===== src/design/yuvrgb_pkg.sv =====
`default_nettype none

package yuvrgb_pkg;

  // Chroma coefficients in thousandths
  localparam int CoefRMilli  = 1402;
  localparam int CoefGbMilli = 344;
  localparam int CoefGrMilli = 714;
  localparam int CoefBMilli  = 1772;
  localparam int ChromaBias  = 128;

  localparam int PixW     = 8;
  localparam int OffW     = 9;   // widest offset is -226..225
  localparam int SumW     = 11;  // luma plus offsets spans -226..480
  localparam int SlotW    = 2;
  localparam int NumSlots = 3;
  localparam int NumPix   = 4;

  localparam logic [7:0] ScaleNum = 8'd220;
  localparam int ScaleShift       = 8;
  localparam logic [PixW-1:0] PixMax = 8'd255;

  typedef enum logic [1:0] {
    REG_RED_SLOT   = 2'd0,
    REG_GREEN_SLOT = 2'd1,
    REG_BLUE_SLOT  = 2'd2
  } reg_idx_e;

  typedef logic signed [OffW-1:0] off_t;
  typedef off_t rom_t [256];

  typedef struct packed {
    logic [PixW-1:0] luma_top_left;
    logic [PixW-1:0] luma_top_right;
    logic [PixW-1:0] luma_bottom_left;
    logic [PixW-1:0] luma_bottom_right;
    logic [PixW-1:0] chroma_red;
    logic [PixW-1:0] chroma_blue;
  } in_item_t;

  typedef struct packed {
    logic [PixW-1:0] top_left_byte0;
    logic [PixW-1:0] top_left_byte1;
    logic [PixW-1:0] top_left_byte2;
    logic [PixW-1:0] top_right_byte0;
    logic [PixW-1:0] top_right_byte1;
    logic [PixW-1:0] top_right_byte2;
    logic [PixW-1:0] bottom_left_byte0;
    logic [PixW-1:0] bottom_left_byte1;
    logic [PixW-1:0] bottom_left_byte2;
    logic [PixW-1:0] bottom_right_byte0;
    logic [PixW-1:0] bottom_right_byte1;
    logic [PixW-1:0] bottom_right_byte2;
  } out_item_t;

  typedef struct packed {
    logic [SlotW-1:0] red;
    logic [SlotW-1:0] green;
    logic [SlotW-1:0] blue;
  } slot_cfg_t;

  typedef struct packed {
    off_t r;
    off_t gr;
    off_t gb;
    off_t b;
  } chroma_off_t;

  // Elaboration-time table build; C-style signed divide truncates toward zero.
  function automatic rom_t build_rom(int kmilli);
    rom_t rom;
    int   d;
    for (int i = 0; i < 256; i++) begin
      d      = i - ChromaBias;
      rom[i] = OffW'((kmilli * d) / 1000);
    end
    return rom;
  endfunction

  localparam rom_t RomR  = build_rom(CoefRMilli);
  localparam rom_t RomGr = build_rom(CoefGrMilli);
  localparam rom_t RomGb = build_rom(CoefGbMilli);
  localparam rom_t RomB  = build_rom(CoefBMilli);

endpackage

`default_nettype wire


===== src/design/yuv420_block_to_rgb_top.sv =====
`default_nettype none

// YCbCr 4:2:0 to RGB block converter (BT.601 style coefficients). Each input
// transfer carries one 2x2 luma block with its shared Cr and Cb samples; each
// output transfer carries twelve bytes, three per pixel, in the order top
// left, top right, bottom left, bottom right. Channels are luma plus a chroma
// offset from constant tables (trunc of 1.402, 0.344, 0.714, 1.772 times
// chroma-128); green is luma minus two offsets. Sums above 255 give 255, below
// 0 give 0, the rest are scaled by 220/256. The cfg port places red, green and
// blue into byte slots 0..2 (index 0 red, 1 green, 2 blue; reset 2/1/0);
// on a clash red beats green beats blue, an unnamed slot reads 0 and a slot
// value of 3 drops that channel. Write cfg only while the block is empty.
// Throughput is one block per clock while the output is not stalled. A block
// passes an input register, then the table lookup, add, clip/scale and slot
// mux into the output register, which drives the output channel. Output
// stall stalls the input only when both registers are full.
module yuv420_block_to_rgb_top (
  input  wire logic                           clk_i,
  input  wire logic                           rst_ni,
  // configuration writes
  input  wire logic                           cfg_we_i,
  input  wire logic [1:0]                     cfg_idx_i,
  input  wire logic [yuvrgb_pkg::SlotW-1:0]   cfg_data_i,
  // input channel
  input  wire logic                           in_valid_i,
  output logic                                in_stall_o,
  input  wire yuvrgb_pkg::in_item_t           in_data_i,
  // output channel
  output logic                                out_valid_o,
  input  wire logic                           out_stall_i,
  output yuvrgb_pkg::out_item_t               out_data_o
);

  yuvrgb_pkg::slot_cfg_t   slot_q;
  yuvrgb_pkg::in_item_t    in_q;
  logic                    in_valid_q;
  yuvrgb_pkg::out_item_t   out_q, out_d;
  logic                    out_valid_q;
  logic                    out_free;
  logic                    in_take;
  yuvrgb_pkg::chroma_off_t off;
  logic [yuvrgb_pkg::NumPix-1:0][yuvrgb_pkg::PixW-1:0] luma;
  logic [yuvrgb_pkg::NumPix-1:0][yuvrgb_pkg::NumSlots-1:0][yuvrgb_pkg::PixW-1:0] px_bytes;

  // Slot registers; index 3 has no register and is ignored.
  always_ff @(posedge clk_i or negedge rst_ni) begin
    if (!rst_ni) begin
      slot_q.red   <= 2'd2;
      slot_q.green <= 2'd1;
      slot_q.blue  <= 2'd0;
    end else if (cfg_we_i) begin
      unique case (cfg_idx_i)
        yuvrgb_pkg::REG_RED_SLOT:   slot_q.red   <= cfg_data_i;
        yuvrgb_pkg::REG_GREEN_SLOT: slot_q.green <= cfg_data_i;
        yuvrgb_pkg::REG_BLUE_SLOT:  slot_q.blue  <= cfg_data_i;
        default: ;
      endcase
    end
  end

  // Output register frees when empty or its transfer completes this cycle.
  assign out_free   = !out_valid_q || !out_stall_i;
  assign in_stall_o = in_valid_q && !out_free;
  assign in_take    = in_valid_i && !in_stall_o;

  always_ff @(posedge clk_i or negedge rst_ni) begin
    if (!rst_ni) begin
      in_valid_q  <= 1'b0;
      out_valid_q <= 1'b0;
    end else begin
      if (!in_stall_o) begin
        in_valid_q <= in_valid_i;
      end
      if (out_free) begin
        out_valid_q <= in_valid_q;
      end
    end
  end

  always_ff @(posedge clk_i) begin
    if (in_take) begin
      in_q <= in_data_i;
    end
    if (out_free && in_valid_q) begin
      out_q <= out_d;
    end
  end

  yuvrgb_chroma u_chroma (
    .cr_i  (in_q.chroma_red),
    .cb_i  (in_q.chroma_blue),
    .off_o (off)
  );

  assign luma[0] = in_q.luma_top_left;
  assign luma[1] = in_q.luma_top_right;
  assign luma[2] = in_q.luma_bottom_left;
  assign luma[3] = in_q.luma_bottom_right;

  for (genvar p = 0; p < yuvrgb_pkg::NumPix; p++) begin : g_pix
    yuvrgb_pixel u_pixel (
      .luma_i  (luma[p]),
      .off_i   (off),
      .slot_i  (slot_q),
      .bytes_o (px_bytes[p])
    );
  end

  always_comb begin
    out_d.top_left_byte0     = px_bytes[0][0];
    out_d.top_left_byte1     = px_bytes[0][1];
    out_d.top_left_byte2     = px_bytes[0][2];
    out_d.top_right_byte0    = px_bytes[1][0];
    out_d.top_right_byte1    = px_bytes[1][1];
    out_d.top_right_byte2    = px_bytes[1][2];
    out_d.bottom_left_byte0  = px_bytes[2][0];
    out_d.bottom_left_byte1  = px_bytes[2][1];
    out_d.bottom_left_byte2  = px_bytes[2][2];
    out_d.bottom_right_byte0 = px_bytes[3][0];
    out_d.bottom_right_byte1 = px_bytes[3][1];
    out_d.bottom_right_byte2 = px_bytes[3][2];
  end

  assign out_valid_o = out_valid_q;
  assign out_data_o  = out_q;

endmodule

`default_nettype wire


===== src/design/yuvrgb_chroma.sv =====
`default_nettype none

// Chroma offset lookup, shared by all four pixels of the block.
module yuvrgb_chroma (
  input  wire logic [yuvrgb_pkg::PixW-1:0] cr_i,
  input  wire logic [yuvrgb_pkg::PixW-1:0] cb_i,
  output yuvrgb_pkg::chroma_off_t          off_o
);

  always_comb begin
    off_o.r  = yuvrgb_pkg::RomR[cr_i];
    off_o.gr = yuvrgb_pkg::RomGr[cr_i];
    off_o.gb = yuvrgb_pkg::RomGb[cb_i];
    off_o.b  = yuvrgb_pkg::RomB[cb_i];
  end

endmodule

`default_nettype wire


===== src/design/yuvrgb_pixel.sv =====
`default_nettype none

// One pixel: add offsets, clip/scale, place channels into byte slots.
module yuvrgb_pixel (
  input  wire logic [yuvrgb_pkg::PixW-1:0]                 luma_i,
  input  wire yuvrgb_pkg::chroma_off_t                     off_i,
  input  wire yuvrgb_pkg::slot_cfg_t                       slot_i,
  output logic [yuvrgb_pkg::NumSlots-1:0][yuvrgb_pkg::PixW-1:0] bytes_o
);

  localparam int SumW = yuvrgb_pkg::SumW;
  localparam int PixW = yuvrgb_pkg::PixW;
  localparam int OffW = yuvrgb_pkg::OffW;

  logic signed [SumW-1:0] y_s, r_sum, g_sum, b_sum;
  logic [PixW-1:0]        r_px, g_px, b_px;

  function automatic logic signed [SumW-1:0] sext(logic signed [OffW-1:0] v);
    return $signed({{(SumW-OffW){v[OffW-1]}}, v});
  endfunction

  // Above 255 saturates unscaled, below 0 is 0, the rest is v*220/256.
  function automatic logic [PixW-1:0] clip_scale(logic signed [SumW-1:0] v);
    logic [2*PixW-1:0] prod;
    logic [PixW-1:0]   clipped;
    clipped = v[PixW-1:0];
    prod    = clipped * yuvrgb_pkg::ScaleNum;
    if (v > $signed({{(SumW-PixW){1'b0}}, yuvrgb_pkg::PixMax})) begin
      return yuvrgb_pkg::PixMax;
    end else if (v[SumW-1]) begin
      return '0;
    end else begin
      return prod[yuvrgb_pkg::ScaleShift +: PixW];
    end
  endfunction

  always_comb begin
    y_s   = $signed({{(SumW-PixW){1'b0}}, luma_i});
    r_sum = y_s + sext(off_i.r);
    g_sum = y_s - sext(off_i.gb) - sext(off_i.gr);
    b_sum = y_s + sext(off_i.b);
    r_px  = clip_scale(r_sum);
    g_px  = clip_scale(g_sum);
    b_px  = clip_scale(b_sum);
  end

  // Red over green over blue; an unnamed slot stays 0.
  always_comb begin
    for (int s = 0; s < yuvrgb_pkg::NumSlots; s++) begin
      priority if (slot_i.red == yuvrgb_pkg::SlotW'(s)) begin
        bytes_o[s] = r_px;
      end else if (slot_i.green == yuvrgb_pkg::SlotW'(s)) begin
        bytes_o[s] = g_px;
      end else if (slot_i.blue == yuvrgb_pkg::SlotW'(s)) begin
        bytes_o[s] = b_px;
      end else begin
        bytes_o[s] = '0;
      end
    end
  end

endmodule

`default_nettype wire

===== config.mk =====
export PLATFORM = sky130hd
export DESIGN_NAME = yuv420_block_to_rgb_top
export DESIGN_NICKNAME = d
export VERILOG_FILES = /design/src/design/yuvrgb_pkg.sv /design/src/design/yuv420_block_to_rgb_top.sv /design/src/design/yuvrgb_chroma.sv /design/src/design/yuvrgb_pixel.sv
export SDC_FILE = /design/constraint.sdc
export NUM_CORES = 1
export LEC_CHECK = 0
export BUFFER_PORTS_ARGS = -buffer_cell sky130_fd_sc_hd__clkbuf_2
export CORE_MARGIN = 2
export CORE_UTILIZATION = 40
export CTS_CLUSTER_DIAMETER = 200
export DETAILED_ROUTE_END_ITERATION = 16
export GPL_ROUTABILITY_DRIVEN = 0
export PLACE_DENSITY_LB_ADDON = 0.2
export SLEW_MARGIN = 30
export SYNTH_ARGS = -nofsm -noshare
export SYNTH_HDL_FRONTEND = slang
export SYNTH_SLANG_ARGS = --single-unit

===== constraint.sdc =====
create_clock -name clk_i -period 26.2 [get_ports clk_i]
set_input_delay 0 -clock clk_i [delete_from_list [all_inputs] [get_ports clk_i]]
set_output_delay 0 -clock clk_i [all_outputs]
set_load 0.1 [all_outputs]

======== Word level (Yosys, flattened, before mapping) ========
Memories as Yosys holds them, arrays and structs flattened.
Index checks and enable logic that the tools add are counted.
Widths: inputs -> output; s select.
cells by class
  reduce and logical (&&, ||, !) cells .... 15
  multiplexer cells ....................... 68
  $add $sub $neg .......................... 16
  bitwise operators ....................... 2
  eq/ne operators ......................... 8
  multipliers ............................. 12
  $lt $le $gt $ge ......................... 14
operators by type and width
  operator              count
  $mux 8                60
  $mul 8x6->14 const B  12
  $gt 11x9->1 const B   12
  $add 9x9->10          8
  $mux 9                8
  $sub 10x9->11         4
  $sub 9x9->10          4
  $ge 9x9->1 const B    2
  $not 8->9             2
  $eq 2x1->1 const B    4
  $eq 2x2->1 const B    4
  $logic_not 2->1       4
  $reduce_and 2->1      3
  $logic_not 1->1       4
  $logic_and 1x1->1     3
  $logic_or 1x1->1      1
word-level totals
  memory bits (read-only) ................. 9216
  input bits .............................. 57
  word-level logic and storage cells ...... 162
  output and inout bits ................... 98
  register bits after elaboration ......... 152
  memories kept ........................... 4
memories
  name             words  bits a word  rd ports  clocked after memory_dff  wr ports  RTL line             text
  (no name shown)  256    9            1         0                         0         yuvrgb_chroma.sv:11  off_o.r = yuvrgb_pkg::RomR[cr_i];
  (no name shown)  256    9            1         0                         0         yuvrgb_chroma.sv:12  off_o.gr = yuvrgb_pkg::RomGr[cr_i];
  (no name shown)  256    9            1         0                         0         yuvrgb_chroma.sv:13  off_o.gb = yuvrgb_pkg::RomGb[cb_i];
  (no name shown)  256    9            1         0                         0         yuvrgb_chroma.sv:14  off_o.b = yuvrgb_pkg::RomB[cb_i];

======== Logic depth before layout (Yosys ltp) ========
Gate-level depths: netlist of run 1.
  word-level depth ........................ 11
  gate-level depth with buffers ........... 37
  mapped depth without buffers ............ 35

======== Modules after synthesis ========
From an unflattened synthesis of run 1, not the netlist that was laid out.
unflattened totals
  cells, all modules ...................... 3613
  area, all modules ....................... 31255.0 um^2
by module, submodules not included
  module                            times used  cells each  seq. area each (um^2)  area an instance (um^2)
  yuvrgb_chroma                     1           946         0.0                    6133.4
  yuvrgb_pixel at g_pix[0].u_pixel  1           643         0.0                    5378.9
  yuvrgb_pixel at g_pix[3].u_pixel  1           643         0.0                    5161.2
  yuvrgb_pixel at g_pix[1].u_pixel  1           627         0.0                    5057.4
  yuvrgb_pixel at g_pix[2].u_pixel  1           587         0.0                    4865.9
  yuv420_block_to_rgb_top           1           167         4526.8                 4658.2

======== Worst setup path before layout of run 1 ========
Ideal clock, no wire load.
  path type ............................... reg2reg
  start point ............................. register out_valid_q (netlist: out_valid_o)
  end point ............................... register out_q (netlist bit out_data_o[0]) (enable)
  stages on the path, launching flop included .. 2
  data required time ...................... 25503 ps
  setup time .............................. 697 ps
  buffers on the path ..................... 0
  period minus slack after synthesis ...... 8562 ps
  slack ................................... 17638 ps
  arrival time ............................ 7865 ps
  cells stage by stage .................... dfrtp_1 -> a21boi_0
on the way
  word-level cells in the longest chain between the ends .. 3
ends and longest elaborated chain
  item                    RTL line                       text
  from (decl)             yuv420_block_to_rgb_top.sv:38  logic out_valid_q;
  from (signal assigned)  yuv420_block_to_rgb_top.sv:75  out_valid_q <= in_valid_q;
  $logic_not 1->1         yuv420_block_to_rgb_top.sv:62  assign out_free = !out_valid_q || !out_stall_i;
  $logic_or 1x1->1        yuv420_block_to_rgb_top.sv:62
  $logic_and 1x1->1       yuv420_block_to_rgb_top.sv:84  if (out_free && in_valid_q) begin
  to (signal assigned)    yuv420_block_to_rgb_top.sv:85  out_q <= out_d;
  to (decl)               yuv420_block_to_rgb_top.sv:37  yuvrgb_pkg::out_item_t out_q, out_d;
No other way between the ends.
A chain may end at the register's enable or synchronous reset.

==> results of run 1 <==
-- repair_timing --
action	in CTS	in global routing
endpoints found under the setup margin	0	0
endpoints found under the hold margin	64	0
hold buffers	59	0
-- routing by layer --
| metal | track usage [%] | wire length [um] | up-vias |
|---|---|---|---|
| met5 | 0 | 29 | - |
| met4 | 8.819 | 3117 | 4 |
| met3 | 6.420 | 8276 | 165 |
| met2 | 37.57 | 40060 | 1014 |
| met1 | 33.88 | 42270 | 12440 |
| li1 | - | - | 12810 |
-- flip-flops by register name, summed over array words and instances, names as in the netlist --
name	flops
in_q	48
in_valid_q	1
out_data_o	96
out_valid_o	1
slot_q	6
-- kinds of logic (layout without fill, tap and decap cells) --
group,count (synthesis),after routing
buffers and inverters,616,756
other,0,3
xor gates and xnor gates,199,199
AOI/OAI and AO/OA,978,978
and+or+nand+nor,882,882
adders and majority gates,623,623
DFF,152,152
muxes,51,51
-- final cells by class --
class | count | area share, %
tap | 959 | 3.701
clock buffer | 20 | 1.409
timing repair buffer | 256 | 5.195
sequential | 152 | 13.96
antenna | 3 | 0.02316
clock inverter | 12 | 0.4361
multi-input combinational | 2733 | 69.86
inverter | 468 | 5.418
-- critical path, delay by kind of cell (launching register included) --
kind / cells / cell delay, ps
xor gates and xnor gates: 2 / 550
DFF: 1 / 740
and+or+nand+nor: 9 / 1430
muxes: 1 / 460
AOI/OAI and AO/OA: 9 / 2040
adders and majority gates: 8 / 3320
buffers and inverters: 5 / 720
-- worst min path at each step --
stage	start	endpoint	slack, ps	cells after the start
2_1_floorplan	rst_ni	in_valid_q$_DFFE_PN0N_	-300	0
3_3_place_gp	rst_ni	slot_q[0]$_DFFE_PN0P_	-90	1
3_5_place_dp	rst_ni	slot_q[0]$_DFFE_PN0P_	-100	1
4_1_cts	rst_ni	slot_q[2]$_DFFE_PN1P_	50	2
5_1_grt	cfg_idx_i[0]	slot_q[1]$_DFFE_PN0P_	50	3
6_report	cfg_idx_i[0]	slot_q[1]$_DFFE_PN0P_	50	3
-- cells in the final DEF, fill, tap and decap left out, drive strengths merged, types with 40 or more instances in the layout --
cell	Yosys	routed
inv	466	470
ha	424	424
a21oi	239	239
nor2	237	237
o21ai	219	219
nand2	206	206
fa	196	196
clkbuf	111	174
edfxtp	144	144
xnor2	117	117
nor3	103	103
xor2	82	82
nand3	80	80
dlygate4sd3	0	59
o211ai	55	55
a211oi	51	51
a21o	49	49
nand2b	49	49
a31oi	47	47
a221oi	46	46
buf	37	43
or3	40	40
-- per-stage QoR --
step                setup WS [ps]  hold slack, ps  utilization, %  cells
floorplan                   17640          -295.6               -   3501
global placement            16840          -94.99           42.84   4509
detailed placement          16730          -99.24           42.85   4509
CTS                         16690           49.64           44.48   4600
global route                15940           51.70           44.50   4600
finish                      16640           50.24           44.51   4603
==> summary.md, run 1 <==
| Metric | Value |
|---|---|
| Fin nets | 4305 |
| Final Critical Period | 9558 ps |
| Fin area | 0.03242 mm^2 |
| Worst skew pair latency | 520 ps |
| Clk sinks | 152 |
| CP max stage cell | edfxtp_1 |
| IO Port Bufs | 154 |
| Fill cell count | 7208 |
| TritonCTS clock tree | done |
| Critical setup path kind | flip-flop to flip-flop |
| Clk buf depth | 2 |
| CP max stage delay | 740 ps |
| Max Transition Viols Final | 0 |
| First-pass GRT wire length | 144000 um |
| Syn nets | 4178 |
| # DRC | 0 |
| Flops & latches, synth | 152 |
| Status | finished, final reports clean |
| Top Ports | 155 |
| Largest cells by area after synthesis | ha_1, edfxtp_1, fa_1 |
| Least-Margin Pin Slew | 1109 ps |
| Syn Area/Cell | 8.404 um^2 |
| Vias in the first global route | 25170 |
| # setup viols final | 0 |
| Initial DRC Count | 2620 |
| Post-CTS Setup Inserts | 0 |
| Layout cells sized above 1 | 9.173% |
| Post-route ant nets | 0 |
| Critical Path Start | in_q[9]$_DFFE_PP_ |
| Core Region | 0.07283 mm^2 |
| Post-synth EDFFs | 144 |
| Detailed Route WL | 93760 um |
| Synthesis-to-layout area growth | 10.19% |
| DRT Pass-1 Iters | 6 |
| Multiplexer area fraction after synthesis | 2.424% |
| Final HPWL DP | 73410 um |
| Die ar. | 0.07574 mm^2 |
| Post-synthesis simple-gate area fraction | 14.62% |
| Unrepaired setup endpoints after global routing | false |
| Synthesized area | 0.02942 mm^2 |
| Top cells by count, synth | inv_1, ha_1, a21oi_1, nor2_1, o21ai_0 |
| CP Max Fanout | 17 |
| Most frequent cell after synthesis | inv_1 |
| Register area share after synthesis | 15.39% |
| Worst path required time | 26410 ps |
| Multi-input logic area | 0.02265 mm^2 |
| R2r worst-path depth | 34 |
| Capture point of the worst reg-to-reg path | out_data_o[86]$_DFFE_PP_ |
| Clock Pin Slew Worst Setup and Hold Paths | 70 ps |
| Yosys top cell area share | 18.03% |
| DP Area | 0.03121 mm^2 |
| Die Ht | 275.2 um |
| Setup TNS | 0 ps |
| Data arrival time of the critical path | 9770 ps |
| Worst hold path type | primary input to flip-flop |
| Async S/R FF share, synth | 5.263% |
| Fmax | 0.1046 GHz |
| CTS buffer count | 17 |
| Count of cell types in the netlist | 98 |
| Storage cell area | 0.004527 mm^2 |
| Wirelength per Cell | 20.37 um |
| Startpoint types | flip-flop |
| Main flop type after synthesis | edfxtp_1 |
| Relative slew slack | 26.08% |
| Clk root buf | clkbuf_16 |
| RR Startpoint | in_q[9]$_DFFE_PP_ |
| Post-synthesis adder-cell area fraction | 31.47% |
| Critical path endpoint | out_data_o[86]$_DFFE_PP_ |
| Initial Utilization | 40.40% |
| CTS H-tree depth | 4 |
| Tcrit/Tclk final | 36.48% |
| Final Hold Fails | 0 |
| MaxCap Viol Count | 0 |
| Vias | 26430 |
| Cells after synthesis | 3501 |
| Synth Area in XOR/XNOR | 5.924% |
| Compound-gate portion of the synthesized area | 22.26% |
| Worst reg2reg setup slack | 16640 ps |
| Crit end category | flip-flop |
| Largest net degree at the start of global routing | 73 |
| Antenna violations before repair | 5 |
| Top cell type by total area after synthesis | ha_1 |
| Routed vias/inst | 5.742 |
| Skew final | 39.88 ps |
| Std-Cell Rows | 99 |
| Global-route usage over all layers | 24.74% |
| Resize count post-CTS | 0 |
| Die width | 275.2 um |
| Warnings from Yosys | 0 |
| Grt ovf | 0 |
| Largest family of logic cells by synthesized area | adder cells |
Power of run 1 is left out: the tool's default activity adds up to more than one toggle a clock period on the data nets, which glitch-free logic cannot reach.
==> run 2, diff against run 1 <==
Clock period 26.2 ns to 8.3 ns, I/O delays scaled along.
==> run 2 against run 1 <==
Clock skew fell by 27 ps. Fmax increased by 19%. Worst hold slack gained 170 ps. Register-to-register slack worse by 16000 ps. Clock-buffer cell count is 3 lower. Sequential cell count unchanged. Die area unchanged. First-iteration DRC count shrank 11%. Core utilization increased by 2.9 points. Critical path depth is 2 lower. Non-clock buffer count is 158 higher. Critical endpoint is now out_data_o[85]$_DFFE_PP_. Largest cell class unchanged.
==> summary.md, run 2 (same netlist as run 1, synthesis figures left out) <==
| Metric | Value |
|---|---|
| Status | finished, final reports clean |
| Initial Utilization | 40.40% (unchanged) |
| Antenna violations before repair | 2 (-3) |
| DRT Pass-1 Iters | 6 (unchanged) |
| Final Critical Period | 8034 ps (-1524 ps) |
| CTS buffer count | 17 (unchanged) |
| Startpoint types | flip-flop |
| Die width | 275.2 um (unchanged) |
| Largest net degree at the start of global routing | 63 (-14%) |
| Number of inserted diodes | 0 (-3) |
| Core Region | 0.07283 mm^2 (unchanged) |
| MaxCap Viol Count | 0 (unchanged) |
| CTS H-tree depth | 4 (unchanged) |
| Delay-heaviest family, CP | adder cells |
| CP max stage cell | fa_1 |
| Grt ovf | 0 (unchanged) |
| Die ar. | 0.07574 mm^2 (unchanged) |
| Most frequent cells in the layout | inv_1, ha_1, nor2_1 |
| Clk root buf | clkbuf_16 |
| # setup viols final | 0 (unchanged) |
| Critical Path Start | in_q[9]$_DFFE_PP_ |
| Largest register FFs | 96 (unchanged) |
| Worst skew pair latency | 490 ps (-30 ps) |
| Detailed Route WL | 96210 um (+2.6%) |
| Synthesis-to-layout area growth | 17.29% |
| Clock Pin Slew Worst Setup and Hold Paths | 70 ps (about the same) |
| Most frequent CP cell | fa_1 |
| Skew final | 12.73 ps (-27.14 ps) |
| Critical Path Stages | 32 (-5.9%) |
| First-pass GRT wire length | 148400 um (+3.0%) |
| Die Ht | 275.2 um (unchanged) |
| Final worst slack | 266.4 ps (-16380 ps) |
| Setup WS pre-CTS | -232.5 ps (-16970 ps) |
| R2r worst-path depth | 32 (-5.9%) |
| Wirelength per Cell | 20.22 um (-0.73%) |
| Top Ports | 155 (unchanged) |
| Setup TNS | 0 ps (unchanged) |
| Clk buf depth | 2 (unchanged) |
| Worst reg2reg setup slack | 270 ps (-16380 ps) |
| Worst hold path type | primary input to flip-flop |
| Least-Margin Pin Slew | 979.1 ps (-129.8 ps) |
| Crit end category | flip-flop |
| Relative slew slack | 34.73% (+8.7 points) |
| Capture point of the worst reg-to-reg path | out_data_o[85]$_DFFE_PP_ |
| Post-route ant nets | 0 (unchanged) |
| Fill cell count | 7138 (-0.97%) |
| Worst path required time | 8510 ps (-17900 ps) |
| Std-Cell Rows | 99 (unchanged) |
| Unrepaired setup endpoints after global routing | true |
| Crit path buffers/inverters | 4 (-1) |
| Vias | 27080 (+2.4%) |
| Final Hold Fails | 0 (unchanged) |
| RR Startpoint | in_q[9]$_DFFE_PP_ |
| Layout cells sized above 1 | 15.90% (+6.7 points) |
| Fmax | 0.1245 GHz (+19%) |
| CP max stage delay | 610 ps (-130 ps) |
| Initial DRC Count | 2334 (-11%) |
| Final HPWL DP | 76930 um (+4.8%) |
| Fin nets | 4463 (+3.7%) |
| Vias in the first global route | 26020 (+3.4%) |
| Routed vias/inst | 5.691 (-0.90%) |
| # DRC | 0 (unchanged) |
| Data arrival time of the critical path | 8250 ps (-1520 ps) |
| CP Max Fanout | 16 (-1) |
| Critical setup path kind | flip-flop to flip-flop |
| Commonest non-fill, non-tap cell in the layout | inv_1 |
| Clk sinks | 152 (unchanged) |
| TritonCTS clock tree | done |
| Hold Slack | 215.7 ps (+165.5 ps) |
| Final core occ | 47.38% (+2.9 points) |
| IO Port Bufs | 154 (unchanged) |
| Critical path endpoint | out_data_o[85]$_DFFE_PP_ |
| Tcrit/Tclk final | 96.79% (+60 points) |
| Global-route usage over all layers | 25.25% (+0.51 points) |
| Max Transition Viols Final | 0 (unchanged) |
[run 2: worst min path at each step]
| stage | from | endpoint | slack [ps] | cells after the start |
|---|---|---|---|---|
| after CTS | in_data_i[13] | in_q[13]$_DFFE_PP_ | 180 | 2 |
| after detailed placement | rst_ni | out_valid_o$_DFFE_PN0N_ | -140 | 1 |
| after global placement | rst_ni | out_valid_o$_DFFE_PN0N_ | -140 | 1 |
| after floorplan | rst_ni | in_valid_q$_DFFE_PN0N_ | -300 | 0 |
| after global routing | in_data_i[12] | in_q[12]$_DFFE_PP_ | 210 | 2 |
| final | in_data_i[13] | in_q[13]$_DFFE_PP_ | 220 | 2 |
[run 2: stage by stage]
stage | cell area (um^2) | std cells
final | 34510 | 4758
after global placement | 32320 | 4647
after CTS | 33630 | 4744
after global routing | 34510 | 4758
after floorplan | 29450 | 3501
after detailed placement | 32410 | 4650
[run 2: area by class of cell]
class,instances,area [um^2],share of cell area [%]
clock buffers,17,425.4,1.233
clock inverters,15,158.9,0.4605
inverters,468,1760,5.101
multi-input cells,2733,23390,67.77
flip-flops and latches,152,4527,13.12
well taps,959,1200,3.477
repair buffers,414,3052,8.843
[run 2: timing repair]
item	4_1_cts	5_1_grt
cloned	0	1
buffers inserted	0	13
setup endpoints to repair	34	74
hold endpoints to repair	64	0
hold buffers	62	0
pin swaps	0	35
gates resized for setup	4	149
[run 2: layer usage]
metal	up-vias	share of wire, %	routed length, um	global-route usage, %
met4	0	3.7	3558	9.104
met2	851	46	44700	41.82
met5	-	0	0	0
met3	154	5.4	5232	2.862
met1	12940	44	42720	33.99
li1	13130	-	-	-
[run 2: worst register-to-register path, delay by kind of cell, from the launching register on]
kind | cells | cell delay, ps
adder cells (fa/ha/maj) | 7 | 2740
AO/OA/AOI/OAI | 10 | 1650
AND/OR/NAND/NOR | 6 | 1130
multiplexers | 2 | 760
XOR/XNOR | 3 | 640
buffers and inverters | 4 | 440
flip-flops | 1 | 410
Power of run 2 is left out for the same reason.
